$ cat src/hw/rtl/periodic_swing_foot_reference_unit_defines.svh
// assertion macros for the swing foot reference block
`ifndef PERIODIC_SWING_FOOT_REFERENCE_UNIT_DEFINES_SVH
`define PERIODIC_SWING_FOOT_REFERENCE_UNIT_DEFINES_SVH

`ifndef SYNTH
`define PSF_ASSERT_IMP(label, clk, rst, ante, cons) \
  label: assert property (@(posedge clk) disable iff (rst) (ante) |-> (cons)) \
    else $error("psf check failed");
`define PSF_ASSERT_NEXT(label, clk, rst, ante, cons) \
  label: assert property (@(posedge clk) disable iff (rst) (ante) |=> (cons)) \
    else $error("psf check failed");
`else
`define PSF_ASSERT_IMP(label, clk, rst, ante, cons)
`define PSF_ASSERT_NEXT(label, clk, rst, ante, cons)
`endif

`endif

$ cat src/hw/rtl/psf_pkg.sv
package psf_pkg;

  // half-length first step select
  localparam logic FIRST_STEP_HALF = 1'b0;

  localparam int ACC_W  = 52;
  localparam int CFG_IW = 3;

  typedef enum logic [CFG_IW-1:0] {
    CFG_START_X  = 3'd0,
    CFG_START_Z  = 3'd1,
    CFG_STRIDE   = 3'd2,
    CFG_LIFT     = 3'd3,
    CFG_FIRST    = 3'd4,
    CFG_LAST     = 3'd5,
    CFG_SWING    = 3'd6,
    CFG_STANCE   = 3'd7
  } cfg_idx_t;

  typedef enum logic [3:0] {
    STEP_WAIT,
    STEP_LOAD_RATE,
    STEP_DIV_RATE,
    STEP_SAVE_RATE,
    STEP_DIV_PHASE,
    STEP_SAVE_CYC,
    STEP_MUL_FRAC,
    STEP_MUL_CYC,
    STEP_MUL_TRI,
    STEP_SAVE_X,
    STEP_EMIT
  } step_t;

  typedef enum logic [1:0] {
    SEQ_GO,
    SEQ_WAIT_IN,
    SEQ_LOOP,
    SEQ_WAIT_OUT
  } seq_t;

  typedef enum logic [1:0] {
    DIV_IDLE,
    DIV_LOAD_RATE,
    DIV_LOAD_PHASE,
    DIV_STEP
  } div_op_t;

  typedef enum logic [1:0] {
    MUL_IDLE,
    MUL_FRAC_L,
    MUL_CYC_L,
    MUL_TRI_H
  } mul_op_t;

  typedef enum logic [1:0] {
    ACC_HOLD,
    ACC_ADD,
    ACC_LOAD_X,
    ACC_LOAD_Z
  } acc_op_t;

  typedef enum logic [1:0] {
    ADD_NONE,
    ADD_FRAC,
    ADD_FULL,
    ADD_TRI
  } add_t;

  typedef struct packed {
    seq_t       seq;
    step_t      jmp;
    div_op_t    dv;
    logic [4:0] cnt_init;
    logic       save_rate;
    logic       save_cyc;
    mul_op_t    mul;
    acc_op_t    acc;
    add_t       add;
    logic       save_x;
  } ctrl_t;

  // microprogram rom
  function automatic ctrl_t ucode(input step_t pc);
    ctrl_t w;
    w = '0;
    case (pc)
      STEP_WAIT: begin
        w.seq = SEQ_WAIT_IN;
        w.jmp = STEP_LOAD_RATE;
      end
      STEP_LOAD_RATE: begin
        w.jmp      = STEP_DIV_RATE;
        w.dv       = DIV_LOAD_RATE;
        w.cnt_init = 5'd23;
      end
      STEP_DIV_RATE: begin
        w.seq = SEQ_LOOP;
        w.jmp = STEP_SAVE_RATE;
        w.dv  = DIV_STEP;
      end
      STEP_SAVE_RATE: begin
        w.jmp       = STEP_DIV_PHASE;
        w.save_rate = 1'b1;
        w.dv        = DIV_LOAD_PHASE;
        w.cnt_init  = 5'd15;
      end
      STEP_DIV_PHASE: begin
        w.seq = SEQ_LOOP;
        w.jmp = STEP_SAVE_CYC;
        w.dv  = DIV_STEP;
      end
      STEP_SAVE_CYC: begin
        w.jmp      = STEP_MUL_FRAC;
        w.save_cyc = 1'b1;
        w.acc      = ACC_LOAD_X;
        w.add      = ADD_NONE;
      end
      STEP_MUL_FRAC: begin
        w.jmp = STEP_MUL_CYC;
        w.mul = MUL_FRAC_L;
      end
      STEP_MUL_CYC: begin
        w.jmp = STEP_MUL_TRI;
        w.mul = MUL_CYC_L;
        w.acc = ACC_ADD;
        w.add = ADD_FRAC;
      end
      STEP_MUL_TRI: begin
        w.jmp = STEP_SAVE_X;
        w.mul = MUL_TRI_H;
        w.acc = ACC_ADD;
        w.add = ADD_FULL;
      end
      STEP_SAVE_X: begin
        w.jmp    = STEP_EMIT;
        w.save_x = 1'b1;
        w.acc    = ACC_LOAD_Z;
        w.add    = ADD_TRI;
      end
      STEP_EMIT: begin
        w.seq = SEQ_WAIT_OUT;
        w.jmp = STEP_WAIT;
      end
      default: begin
        w.seq = SEQ_GO;
        w.jmp = STEP_WAIT;
      end
    endcase
    return w;
  endfunction

endpackage

$ cat src/hw/rtl/psf_cfg_if.sv
interface psf_cfg_if;
  logic                      valid;
  logic                      ready;
  logic [psf_pkg::CFG_IW-1:0] index;
  logic [31:0]               data;

  modport source(output valid, output index, output data, input ready);
  modport sink(input valid, input index, input data, output ready);
endinterface

$ cat src/hw/rtl/psf_feed_if.sv
interface psf_feed_if;
  logic        valid;
  logic        ready;
  logic [15:0] phase_index;
  logic [7:0]  grid_in_phase;
  logic [7:0]  grids_per_phase;

  modport source(output valid, output phase_index, output grid_in_phase,
                 output grids_per_phase, input ready);
  modport sink(input valid, input phase_index, input grid_in_phase,
               input grids_per_phase, output ready);
endinterface

$ cat src/hw/rtl/psf_result_if.sv
interface psf_result_if;
  logic               valid;
  logic               ready;
  logic               active;
  logic signed [31:0] foot_x;
  logic signed [31:0] foot_z;

  modport source(output valid, output active, output foot_x, output foot_z,
                 input ready);
  modport sink(input valid, input active, input foot_x, input foot_z,
               output ready);
endinterface

$ cat src/hw/rtl/periodic_swing_foot_reference_unit.sv
// periodic swing foot reference generator
// channels: cfg (register index + write data, always ready), feed (phase index,
// grid count, grid points per phase) and result (swing flag, forward position,
// height, both Q15.16 saturated). valid/ready on every channel.
// one word on feed gives exactly one word on result.
// the block takes no new feed word until the result of the last one has been
// loaded into the output register.
// the work is done by the shift-subtract divider, shared by both divisions
// (24 steps for the grid rate, 16 for the phase cycle), and then by the one
// multiplier and accumulator, all stepped by the microprogram.
// feed ready is high only while the sequencer waits at its first step.
// a result waiting in the output register holds until taken; the sequencer
// stalls at its last step until the register is free.
// reset (rst, synchronous) returns the sequencer to its wait step, empties
// the output register and sets the configuration registers to their defaults.
`include "periodic_swing_foot_reference_unit_defines.svh"

module periodic_swing_foot_reference_unit (
  input  logic         clk,
  input  logic         rst,
  psf_cfg_if.sink      cfg,
  psf_feed_if.sink     feed,
  psf_result_if.source result
);

  localparam int AW = psf_pkg::ACC_W;

  // configuration registers
  logic signed [31:0] start_x;
  logic signed [31:0] start_z;
  logic signed [31:0] stride_length;
  logic signed [31:0] lift_height;
  logic [15:0]        first_phase;
  logic [15:0]        last_phase;
  logic [15:0]        swing_phases;
  logic [15:0]        stance_phases;

  // sequencer
  psf_pkg::step_t pc;
  psf_pkg::step_t pc_next;
  psf_pkg::ctrl_t ctrl;
  logic [4:0]     cnt;

  // latched item
  logic [15:0] ph_r;
  logic [7:0]  grid_r;
  logic [7:0]  npts_r;

  // divider
  logic [16:0] div_rem;
  logic [23:0] div_quo;
  logic [16:0] div_dvs;
  logic [17:0] div_trial;
  logic [17:0] div_diff;
  logic        div_ge;

  logic [16:0] period;
  logic        period_nz;
  logic        ph_ge_first;
  logic [15:0] ph_off;

  logic [23:0] rate_r;
  logic [16:0] cyc_r;
  logic        act_r;

  // multiplier and accumulator
  logic signed [25:0]   mul_a;
  logic signed [31:0]   mul_b;
  logic signed [57:0]   prod;
  logic signed [57:0]   prod_sh;
  logic signed [AW-1:0] acc;
  logic signed [AW-1:0] acc_base;
  logic signed [AW-1:0] acc_sum;
  logic signed [31:0]   x_res;

  logic feed_fire;
  logic out_free;
  logic out_load;

  function automatic logic signed [31:0] sat32(input logic signed [AW-1:0] v);
    logic all_one;
    logic all_zero;
    all_one  = &v[AW-1:31];
    all_zero = ~|v[AW-1:31];
    if (all_one || all_zero) begin
      return v[31:0];
    end else if (v[AW-1]) begin
      return 32'sh8000_0000;
    end else begin
      return 32'sh7fff_ffff;
    end
  endfunction

  assign cfg.ready  = 1'b1;
  assign feed.ready = (pc == psf_pkg::STEP_WAIT);
  assign feed_fire  = feed.valid && feed.ready;
  assign out_free   = !result.valid || result.ready;
  assign out_load   = (ctrl.seq == psf_pkg::SEQ_WAIT_OUT) && out_free;

  always_ff @(posedge clk) begin
    if (rst) begin
      start_x       <= '0;
      start_z       <= '0;
      stride_length <= '0;
      lift_height   <= '0;
      first_phase   <= '0;
      last_phase    <= 16'hffff;
      swing_phases  <= 16'd1;
      stance_phases <= '0;
    end else if (cfg.valid && cfg.ready) begin
      case (psf_pkg::cfg_idx_t'(cfg.index))
        psf_pkg::CFG_START_X: start_x       <= cfg.data;
        psf_pkg::CFG_START_Z: start_z       <= cfg.data;
        psf_pkg::CFG_STRIDE:  stride_length <= cfg.data;
        psf_pkg::CFG_LIFT:    lift_height   <= cfg.data;
        psf_pkg::CFG_FIRST:   first_phase   <= cfg.data[15:0];
        psf_pkg::CFG_LAST:    last_phase    <= cfg.data[15:0];
        psf_pkg::CFG_SWING:   swing_phases  <= cfg.data[15:0];
        psf_pkg::CFG_STANCE:  stance_phases <= cfg.data[15:0];
        default: ;
      endcase
    end
  end

  // control word of the current step
  always_comb begin
    ctrl = psf_pkg::ucode(pc);
  end

  always_comb begin
    pc_next = pc;
    case (ctrl.seq)
      psf_pkg::SEQ_GO:       pc_next = ctrl.jmp;
      psf_pkg::SEQ_WAIT_IN:  if (feed_fire) pc_next = ctrl.jmp;
      psf_pkg::SEQ_LOOP:     if (cnt == '0) pc_next = ctrl.jmp;
      psf_pkg::SEQ_WAIT_OUT: if (out_free) pc_next = ctrl.jmp;
      default:               pc_next = psf_pkg::STEP_WAIT;
    endcase
  end

  always_ff @(posedge clk) begin
    if (rst) begin
      pc  <= psf_pkg::STEP_WAIT;
      cnt <= '0;
    end else begin
      pc <= pc_next;
      if (ctrl.dv == psf_pkg::DIV_LOAD_RATE || ctrl.dv == psf_pkg::DIV_LOAD_PHASE) begin
        cnt <= ctrl.cnt_init;
      end else if (ctrl.dv == psf_pkg::DIV_STEP && cnt != '0) begin
        cnt <= cnt - 5'd1;
      end
    end
  end

  always_ff @(posedge clk) begin
    if (feed_fire) begin
      ph_r   <= feed.phase_index;
      grid_r <= feed.grid_in_phase;
      npts_r <= feed.grids_per_phase;
    end
  end

  assign period      = {1'b0, swing_phases} + {1'b0, stance_phases};
  assign period_nz   = (period != '0);
  assign ph_ge_first = (ph_r >= first_phase);
  assign ph_off      = ph_r - first_phase;

  // one restoring step per cycle
  assign div_trial = {div_rem, div_quo[23]};
  assign div_ge    = (div_trial >= {1'b0, div_dvs});
  assign div_diff  = div_trial - {1'b0, div_dvs};

  always_ff @(posedge clk) begin
    case (ctrl.dv)
      psf_pkg::DIV_LOAD_RATE: begin
        div_rem <= '0;
        div_quo <= {grid_r, 16'h0000};
        div_dvs <= {9'd0, npts_r};
      end
      psf_pkg::DIV_LOAD_PHASE: begin
        // phase offset sits in the top so 16 steps leave the quotient low
        div_rem <= '0;
        div_quo <= {ph_off, 8'h00};
        div_dvs <= period;
      end
      psf_pkg::DIV_STEP: begin
        div_rem <= div_ge ? div_diff[16:0] : div_trial[16:0];
        div_quo <= {div_quo[22:0], div_ge};
      end
      default: ;
    endcase
  end

  always_ff @(posedge clk) begin
    if (ctrl.save_rate) begin
      rate_r <= (npts_r == '0) ? '0 : div_quo;
    end
    if (ctrl.save_cyc) begin
      // remainder at or past the swing span means the cycle already rolled
      if (ph_ge_first && period_nz) begin
        cyc_r <= {1'b0, div_quo[15:0]} + 17'(div_rem >= {1'b0, swing_phases});
      end else begin
        cyc_r <= '0;
      end
      act_r <= ph_ge_first && (ph_r < last_phase) && period_nz &&
               (div_rem < {1'b0, swing_phases});
    end
  end

  always_comb begin
    mul_a = '0;
    mul_b = stride_length;
    case (ctrl.mul)
      psf_pkg::MUL_FRAC_L: begin
        if (psf_pkg::FIRST_STEP_HALF && cyc_r != '0) begin
          mul_a = $signed({2'b00, rate_r}) - 26'sd32768;
        end else begin
          mul_a = $signed({2'b00, rate_r});
        end
      end
      psf_pkg::MUL_CYC_L: mul_a = $signed({9'd0, cyc_r});
      psf_pkg::MUL_TRI_H: begin
        mul_b = lift_height;
        if (rate_r < 24'd32768) begin
          mul_a = $signed({2'b00, rate_r});
        end else begin
          mul_a = 26'sd65536 - $signed({2'b00, rate_r});
        end
      end
      default: ;
    endcase
  end

  always_ff @(posedge clk) begin
    if (ctrl.mul != psf_pkg::MUL_IDLE) begin
      prod <= mul_a * mul_b;
    end
  end

  always_comb begin
    case (ctrl.add)
      psf_pkg::ADD_FRAC: begin
        if (psf_pkg::FIRST_STEP_HALF && cyc_r == '0) begin
          prod_sh = prod >>> 17;
        end else begin
          prod_sh = prod >>> 16;
        end
      end
      psf_pkg::ADD_FULL: prod_sh = prod;
      psf_pkg::ADD_TRI:  prod_sh = prod >>> 15;
      default:           prod_sh = '0;
    endcase
    case (ctrl.acc)
      psf_pkg::ACC_LOAD_X: acc_base = AW'(start_x);
      psf_pkg::ACC_LOAD_Z: acc_base = AW'(start_z);
      default:             acc_base = acc;
    endcase
    acc_sum = acc_base + $signed(prod_sh[AW-1:0]);
  end

  always_ff @(posedge clk) begin
    if (ctrl.acc != psf_pkg::ACC_HOLD) begin
      acc <= acc_sum;
    end
    if (ctrl.save_x) begin
      x_res <= sat32(acc);
    end
  end

  // output register
  always_ff @(posedge clk) begin
    if (rst) begin
      result.valid <= 1'b0;
    end else if (out_load) begin
      result.valid <= 1'b1;
    end else if (result.ready) begin
      result.valid <= 1'b0;
    end
  end

  always_ff @(posedge clk) begin
    if (out_load) begin
      result.active <= act_r;
      result.foot_x <= x_res;
      result.foot_z <= sat32(acc);
    end
  end

  `PSF_ASSERT_NEXT(a_accept_starts, clk, rst, feed_fire, pc == psf_pkg::STEP_LOAD_RATE)
  `PSF_ASSERT_IMP(a_no_overwrite, clk, rst, result.valid && !result.ready, !out_load)
  `PSF_ASSERT_IMP(a_rem_bound, clk, rst, pc == psf_pkg::STEP_SAVE_CYC && period_nz, div_rem < period)
  `PSF_ASSERT_IMP(a_act_range, clk, rst, out_load && act_r, ph_r >= first_phase && ph_r < last_phase)

endmodule

$ cat src/flat_wrapper.sv
// flat-port wrapper written by rule: the top's interface ports become plain ports
module periodic_swing_foot_reference_unit_flat 
  (clk, rst, cfg_valid, cfg_index, cfg_data, cfg_ready, feed_valid, feed_phase_index, feed_grid_in_phase, feed_grids_per_phase, feed_ready, result_valid, result_active, result_foot_x, result_foot_z, result_ready);
  psf_cfg_if cfg_i ();
  psf_feed_if feed_i ();
  psf_result_if result_i ();
  input  logic clk;
  input  logic rst;
  input wire logic [$bits(cfg_i.valid)-1:0] cfg_valid;
  input wire logic [$bits(cfg_i.index)-1:0] cfg_index;
  input wire logic [$bits(cfg_i.data)-1:0] cfg_data;
  output wire logic [$bits(cfg_i.ready)-1:0] cfg_ready;
  input wire logic [$bits(feed_i.valid)-1:0] feed_valid;
  input wire logic [$bits(feed_i.phase_index)-1:0] feed_phase_index;
  input wire logic [$bits(feed_i.grid_in_phase)-1:0] feed_grid_in_phase;
  input wire logic [$bits(feed_i.grids_per_phase)-1:0] feed_grids_per_phase;
  output wire logic [$bits(feed_i.ready)-1:0] feed_ready;
  output wire logic [$bits(result_i.valid)-1:0] result_valid;
  output wire logic [$bits(result_i.active)-1:0] result_active;
  output wire logic [$bits(result_i.foot_x)-1:0] result_foot_x;
  output wire logic [$bits(result_i.foot_z)-1:0] result_foot_z;
  input wire logic [$bits(result_i.ready)-1:0] result_ready;
  assign cfg_i.valid = cfg_valid;
  assign cfg_i.index = cfg_index;
  assign cfg_i.data = cfg_data;
  assign cfg_ready = cfg_i.ready;
  assign feed_i.valid = feed_valid;
  assign feed_i.phase_index = feed_phase_index;
  assign feed_i.grid_in_phase = feed_grid_in_phase;
  assign feed_i.grids_per_phase = feed_grids_per_phase;
  assign feed_ready = feed_i.ready;
  assign result_valid = result_i.valid;
  assign result_active = result_i.active;
  assign result_foot_x = result_i.foot_x;
  assign result_foot_z = result_i.foot_z;
  assign result_i.ready = result_ready;
  periodic_swing_foot_reference_unit u_core (.clk(clk), .rst(rst), .cfg(cfg_i), .feed(feed_i), .result(result_i));
endmodule
$ cat config.mk
export PLATFORM = sky130hd
export DESIGN_NAME = periodic_swing_foot_reference_unit_flat
export DESIGN_NICKNAME = d
export VERILOG_FILES = /design/src/hw/rtl/psf_pkg.sv /design/src/hw/rtl/psf_cfg_if.sv /design/src/hw/rtl/psf_feed_if.sv /design/src/hw/rtl/psf_result_if.sv /design/src/hw/rtl/periodic_swing_foot_reference_unit.sv /design/src/flat_wrapper.sv
export VERILOG_INCLUDE_DIRS = /design/src /design/src/hw/rtl
export SDC_FILE = /design/constraint.sdc
export NUM_CORES = 2
export LEC_CHECK = 0
export BUFFER_PORTS_ARGS = -buffer_cell sky130_fd_sc_hd__clkbuf_2
export CAP_MARGIN = 20
export CORE_ASPECT_RATIO = 0.5
export CORE_MARGIN = 2
export CORE_UTILIZATION = 51
export DETAILED_ROUTE_END_ITERATION = 10
export GPL_ROUTABILITY_DRIVEN = 0
export PLACE_DENSITY = 0.77
export SLEW_MARGIN = 20
export SYNTH_ARGS = -nofsm -noshare
export SYNTH_HDL_FRONTEND = slang
export SYNTH_SLANG_ARGS = --single-unit
$ cat constraint.sdc
create_clock -name clk -period 10.2 [get_ports clk]
set_clock_uncertainty 0.05 [all_clocks]
set_input_delay 1.53 -clock clk [delete_from_list [all_inputs] [get_ports clk]]
set_output_delay 1.53 -clock clk [all_outputs]
set_load 0.05 [all_outputs]
**Word level (Yosys, flattened, before mapping)**

Cells that the tools add are included.

- Add/subtract/negate cells: 7
- Multipliers: 1
- Order comparisons: 6
- Equality and inequality tests: 34
- Multiplexer cells: 28
- Reduce and logical (&&, ||, !) cells: 39

Operators by type and width:

| cell | count |
|---|---|
| case mux 52 bit (3 select lines) | 1 |
| case mux 52 bit (2 select lines) | 1 |
| 2-to-1 mux 32 bit | 3 |
| case mux 26 bit (3 select lines) | 1 |
| case mux 24 bit (3 select lines) | 1 |
| case mux 17 bit (2 select lines) | 2 |
| multiplier 26 x 32 -> 58 bit | 1 |
| adder 52 bit | 1 |
| case mux 4 bit (10 select lines) | 1 |
| case mux 4 bit (4 select lines) | 2 |
| 2-to-1 mux 26 bit | 1 |
| subtractor 17 x 24 -> 25 bit (first input constant) | 1 |
| < comparator 24 x 16 -> 1 bit (second input constant) | 1 |
| AND reduction 21 bit | 1 |
| OR reduction 21 bit | 1 |
| equality test 2 bit (second input constant) | 10 |
| >= comparator 18 x 17 -> 1 bit | 1 |
| case mux 2 bit (3 select lines) | 3 |
| adder 16 x 1 -> 17 bit | 1 |
| adder 16 x 16 -> 17 bit | 1 |
| >= comparator 17 x 16 -> 1 bit | 1 |
| < comparator 17 x 16 -> 1 bit | 1 |
| 2-to-1 mux 17 bit | 1 |
| nonzero test 17 bit | 1 |
| other kinds (32) | 76 |

- Bits in registers: 541
- Input port bits: 72

**Longest topological paths before layout**

- Depth in word-level cells: 7
- Depth in mapped cells: 38
- Mapped depth without buffers: 35

**Worst setup path after synthesis**

OpenSTA, ideal clock, no wires.

- Kind: reg-to-reg
- Start point: reg u_core.rate_r[2]
- End point: reg u_core.prod[56], data pin
- Arrival: 8.431 ns
- Data required time: 9.892 ns
- Setup slack: 1.461 ns
- Stages on the path, launching flop included: 32
- Clock period less this slack: 8.739 ns
- Cells stage by stage: edfxtp_1 > or3_1 > nor4b_4 > nand2_1 > or3_1 > o21ai_2 > xor2_1 > o21ai_0 > clkbuf_1 > clkbuf_1 > nand2_1 > fa_1 > inv_1 > fa_1 > fa_1 > fa_1 > fa_1 > fa_1 > inv_1 > fa_1 > inv_1 > ha_1 > and2_1 > a221o_1 > a221oi_1 > o21ai_0 > a31o_2 > a211o_1 > nand2_1 > o21ai_1 > a31oi_1 > xnor2_1

- Longest elaborated chain between the ends: 4
- Elaborated cells on any way between the ends: 5
- Classes of those cells: add/sub: 1; mul: 1; order compare: 1; mux: 2

RTL lines:

| element | RTL line | source |
|---|---|---|
| start, declared | periodic_swing_foot_reference_unit.sv:62 | `logic [23:0] rate_r;` |
| start signal, assigned | periodic_swing_foot_reference_unit.sv:196 | `rate_r <= (npts_r == '0) ? '0 : div_quo;` |
| subtractor 17 x 24 -> 25 bit / < comparator 24 x 16 -> 1 bit (equally long branches) | periodic_swing_foot_reference_unit.sv:227, periodic_swing_foot_reference_unit.sv:224 |  |
| 2-to-1 mux 26 bit | periodic_swing_foot_reference_unit.sv:224 | `if (rate_r < 24'd32768) begin` |
| case mux 26 bit (3 select lines) * | periodic_swing_foot_reference_unit.sv:213 | `case (ctrl.mul)` |
| multiplier 26 x 32 -> 58 bit * | periodic_swing_foot_reference_unit.sv:236 | `prod <= mul_a * mul_b;` |
| end signal, assigned | periodic_swing_foot_reference_unit.sv:236 |  |
| end, declared | periodic_swing_foot_reference_unit.sv:69 | `logic signed [57:0] prod;` |

Mark *: on every way between the ends. The rest lies on a longest branch, timed or not.
A chain may end at the register's enable or synchronous reset.

**Worst setup path in the final report**

- Start point: reg u_core.rate_r[18]
- End point: reg u_core.prod[56], data pin

Same word-level chain as after synthesis.

==> results by group <==
Run status
  • Outcome: completed

Place
  • Placed Cells: 7692
  • I/O Buffers: 138
  • Area after DPL: 59300 sq um
  • Hpwl dp: 132000 um
  • Dpl ws: 0.538 ns

Logic synthesis
  • Commonest register cell after synthesis: edfxtp_1
  • Yosys warning count: 0
  • Yosys reg bits: 541
  • Fraction of registers with async set/reset: 0%
  • Post-synthesis cell area: 56800 sq um
  • Sequential area share after synthesis: 25.0%
  • Most frequent cell after synthesis: nand2_1
  • Post-Syn Area per Cell: 9.12 sq um
  • Post-synth top area cell: fa_1
  • Cell count after synthesis: 6224
  • Commonest cells post-synth: nand2_1, inv_1, fa_1
  • Post-synthesis cell type count: 88
  • Leading post-synthesis cells by cell area: fa_1, edfxtp_1, dfxtp_1
  • Post-synth top area share: 30.2%
  • EDFF count, synth: 339
  • Syn_nets: 7451

CTS
  • CTS clk-pin slew, worst paths: 0.07 ns
  • CTS H-Tree Depth: 2
  • Latest clock arrival within the worst-skew pair: 0.66 ns
  • Hold-fix buffers, CTS: 0
  • Clock sinks: 541
  • CTS Buf Count: 50
  • CTS tree: done
  • Longest Clk Path Bufs: 3
  • Clock Tree Root: clkbuf_16

Die
  • Initial Util: 51.5%
  • I/O pin count: 140
  • Die height: 240 um
  • Full die area: 114000 sq um
  • Die width: 476 um
  • Std-Cell Rows: 86
  • Placeable Area: 110000 sq um

Setup path
  • Setup crit start kind: register
  • Reg2reg setup slack: 0.34 ns
  • Critical path required time: 10.53 ns
  • Crit-path max FO: 12
  • Crit-path slowest cell: fa_1
  • R2R cell count: 34
  • Critical R2R Launch: u_core.rate_r[18]$_SDFFCE_PN0P_
  • CP Class: reg2reg
  • Arrival @ worst endpoint: 10.19 ns
  • Worst Setup End Kind: register
  • CP dominant cell by count: fa_1
  • Worst setup startpoint: u_core.rate_r[18]$_SDFFCE_PN0P_
  • Reg2reg end: u_core.prod[56]$_DFFE_PP_
  • CP max stage delay: 0.56 ns

Timing
  • TNS Setup: 0 ns
  • RSZ-0062 raised after global routing: yes
  • Least-Margin Pin Slew: 1.16 ns
  • Slew margin rel.: 20.2%
  • Pins Over Slew Limit: 0
  • Fmax achieved: 101 MHz
  • Final Cycle Share: 96.6%
  • Final worst setup slack: 0.345 ns
  • Fin. Hold Viols: 0
  • Final setup vio count: 0
  • Minimum clock period: 9.86 ns

Drt
  • DRC viols: 0
  • Antenna-violating nets left: 0
  • DR WL/cell: 21.5 um
  • Total number of vias: 44684
  • Routed wire length: 167000 um
  • Via-to-Cell Ratio: 5.74
  • Drt pass-1 iters: 6
  • DRT iter0 DRCs: 5384

Finish
  • Multi-input gate area: 37600 sq um
  • Fin nets: 7476
  • Reg area: 14200 sq um
  • Fillers: 9429
  • Finished Layout Cells: 7791
  • Area Growth Syn to Fin: 7.70%
  • Layout cells sized above 1: 6.72%
  • Final Cell Area: 61200 sq um
  • Layout Utilization: 55.5%

Power
  • Total internal power: 4.28 mW
  • Comb power frac: 23.8%
  • Clock share of power: 32.3%
  • Psw: 2.00 mW
  • LEAKAGE: 28.2 nW
  • Maximum vdd ir drop: 139 uV
  • Pwr/cell area: 103 nW/um^2
  • Sequential share of power: 43.9%
  • Switching Fraction: 31.9%

Global route
  • Antenna violations before repair: 8
  • Global route total overflow: 0
  • Largest net degree at the start of global routing: 105
  • Gr usage total: 29.6%
  • Vias in the first global route: 44157
  • First-pass GRT wire length: 257000 um

Min path
  • HP Class: reg2reg
  • Hold path depth: 0
  • Hold-critical path endpoint: u_core.result.foot_x[10]$_DFFE_PP_
  • Hold wc startpoint: u_core.x_res[10]$_DFFE_PP_

Job
  • Max cap viols: 0
## cell families after synthesis
logic type	count (synthesis)	synth area share (%)
AND/OR/NAND/NOR	2050	15.3
adder cells (fa/ha/maj)	1155	36.8
buffers and inverters	1355	9.16
flip-flops	541	25.0
other	1	0.00660
AO/OA/AOI/OAI	871	9.62
multiplexers	91	1.62
XOR/XNOR	160	2.47
## power by group through the flow
stage / Combinational (mW) / Clock, mW / Sequential, mW
after floorplan: 1.12 / 0 / 2.72
after global placement: 1.44 / 0 / 2.79
after detailed placement: 1.47 / 0 / 2.80
after CTS: 1.48 / 2.05 / 2.75
after global routing: 1.66 / 2.14 / 2.78
final: 1.50 / 2.03 / 2.76
## metrics by stage
stage          power, mW  hold slack, ns
5_1_grt             6.58           0.371
6_report            6.29           0.369
3_5_place_dp        4.27           0.355
4_1_cts             6.28           0.366
2_1_floorplan       3.84           0.350
3_3_place_gp        4.24           0.351
## routing by layer
| layer | up-vias | share of wire (%) | track usage, % |
|---|---|---|---|
| met5 | - | 0.029 | 0 |
| met4 | 8 | 5.6 | 13.3 |
| met3 | 557 | 14 | 10.7 |
| met2 | 2587 | 42 | 43.8 |
| met1 | 21873 | 38 | 38.9 |
| li1 | 19659 | - | - |
## cell usage in the layout (no fill, tap or decap), drive strengths merged, types with 102 or more instances in the layout
cell type / instances
clkbuf: 209
dfxtp: 202
o21ai: 162
edfxtp: 339
fa: 858
nor2: 575
nand2: 1070
ha: 297
inv: 1069
buf: 125
a21oi: 328
a21o: 106
xnor2: 102
## timing repair
item	4_1_cts	5_1_grt
setup endpoints to repair	0	10
gates resized for setup	0	10
buffers inserted	0	1
## worst max path at each step
stage                     slack [ns]  cells after the start                        end
after detailed placement        0.54                     34  u_core.prod[51]$_DFFE_PP_
after CTS                       0.48                     32  u_core.prod[56]$_DFFE_PP_
after global routing           -0.04                     35  u_core.prod[51]$_DFFE_PP_
after floorplan                 1.46                     31  u_core.prod[56]$_DFFE_PP_
after global placement          0.62                     32  u_core.prod[38]$_DFFE_PP_
final                           0.34                     34  u_core.prod[56]$_DFFE_PP_
## critical path: cells and delay by family, from the launching register on
family	cells	cell delay, ns
AOI/OAI and AO/OA	8	2.05
adders and majority gates	8	3.82
buffers and inverters	6	0.57
and+or+nand+nor	11	2.48
DFF	1	0.51
xor gates and xnor gates	1	0.09
## flip-flops by register name, summed over array words and instances, names as in the netlist, 16 cells and up
name                  flops
u_core.x_res             32
u_core.acc               52
u_core.stance_phases     16
u_core.rate_r            24
u_core.lift_height       32
u_core.start_x           32
u_core.result.foot_x     32
u_core.div_quo           24
u_core.first_phase       16
u_core.last_phase        16
u_core.swing_phases      16
u_core.cyc_r             17
u_core.div_dvs           17
u_core.result.foot_z     32
u_core.start_z           32
u_core.stride_length     32
u_core.prod              58
u_core.div_rem           17
u_core.ph_r              16
## final cells by class
class                      instances  area share [%]
inverter                        1066            6.54
clock buffer                      72            2.47
clock inverter                    22           0.446
antenna                            4          0.0164
sequential                       541            23.3
tap                             1496            3.06
multi-input combinational       4328            61.5
timing repair buffer             262            2.76
(Power assumes the default switching activity.)
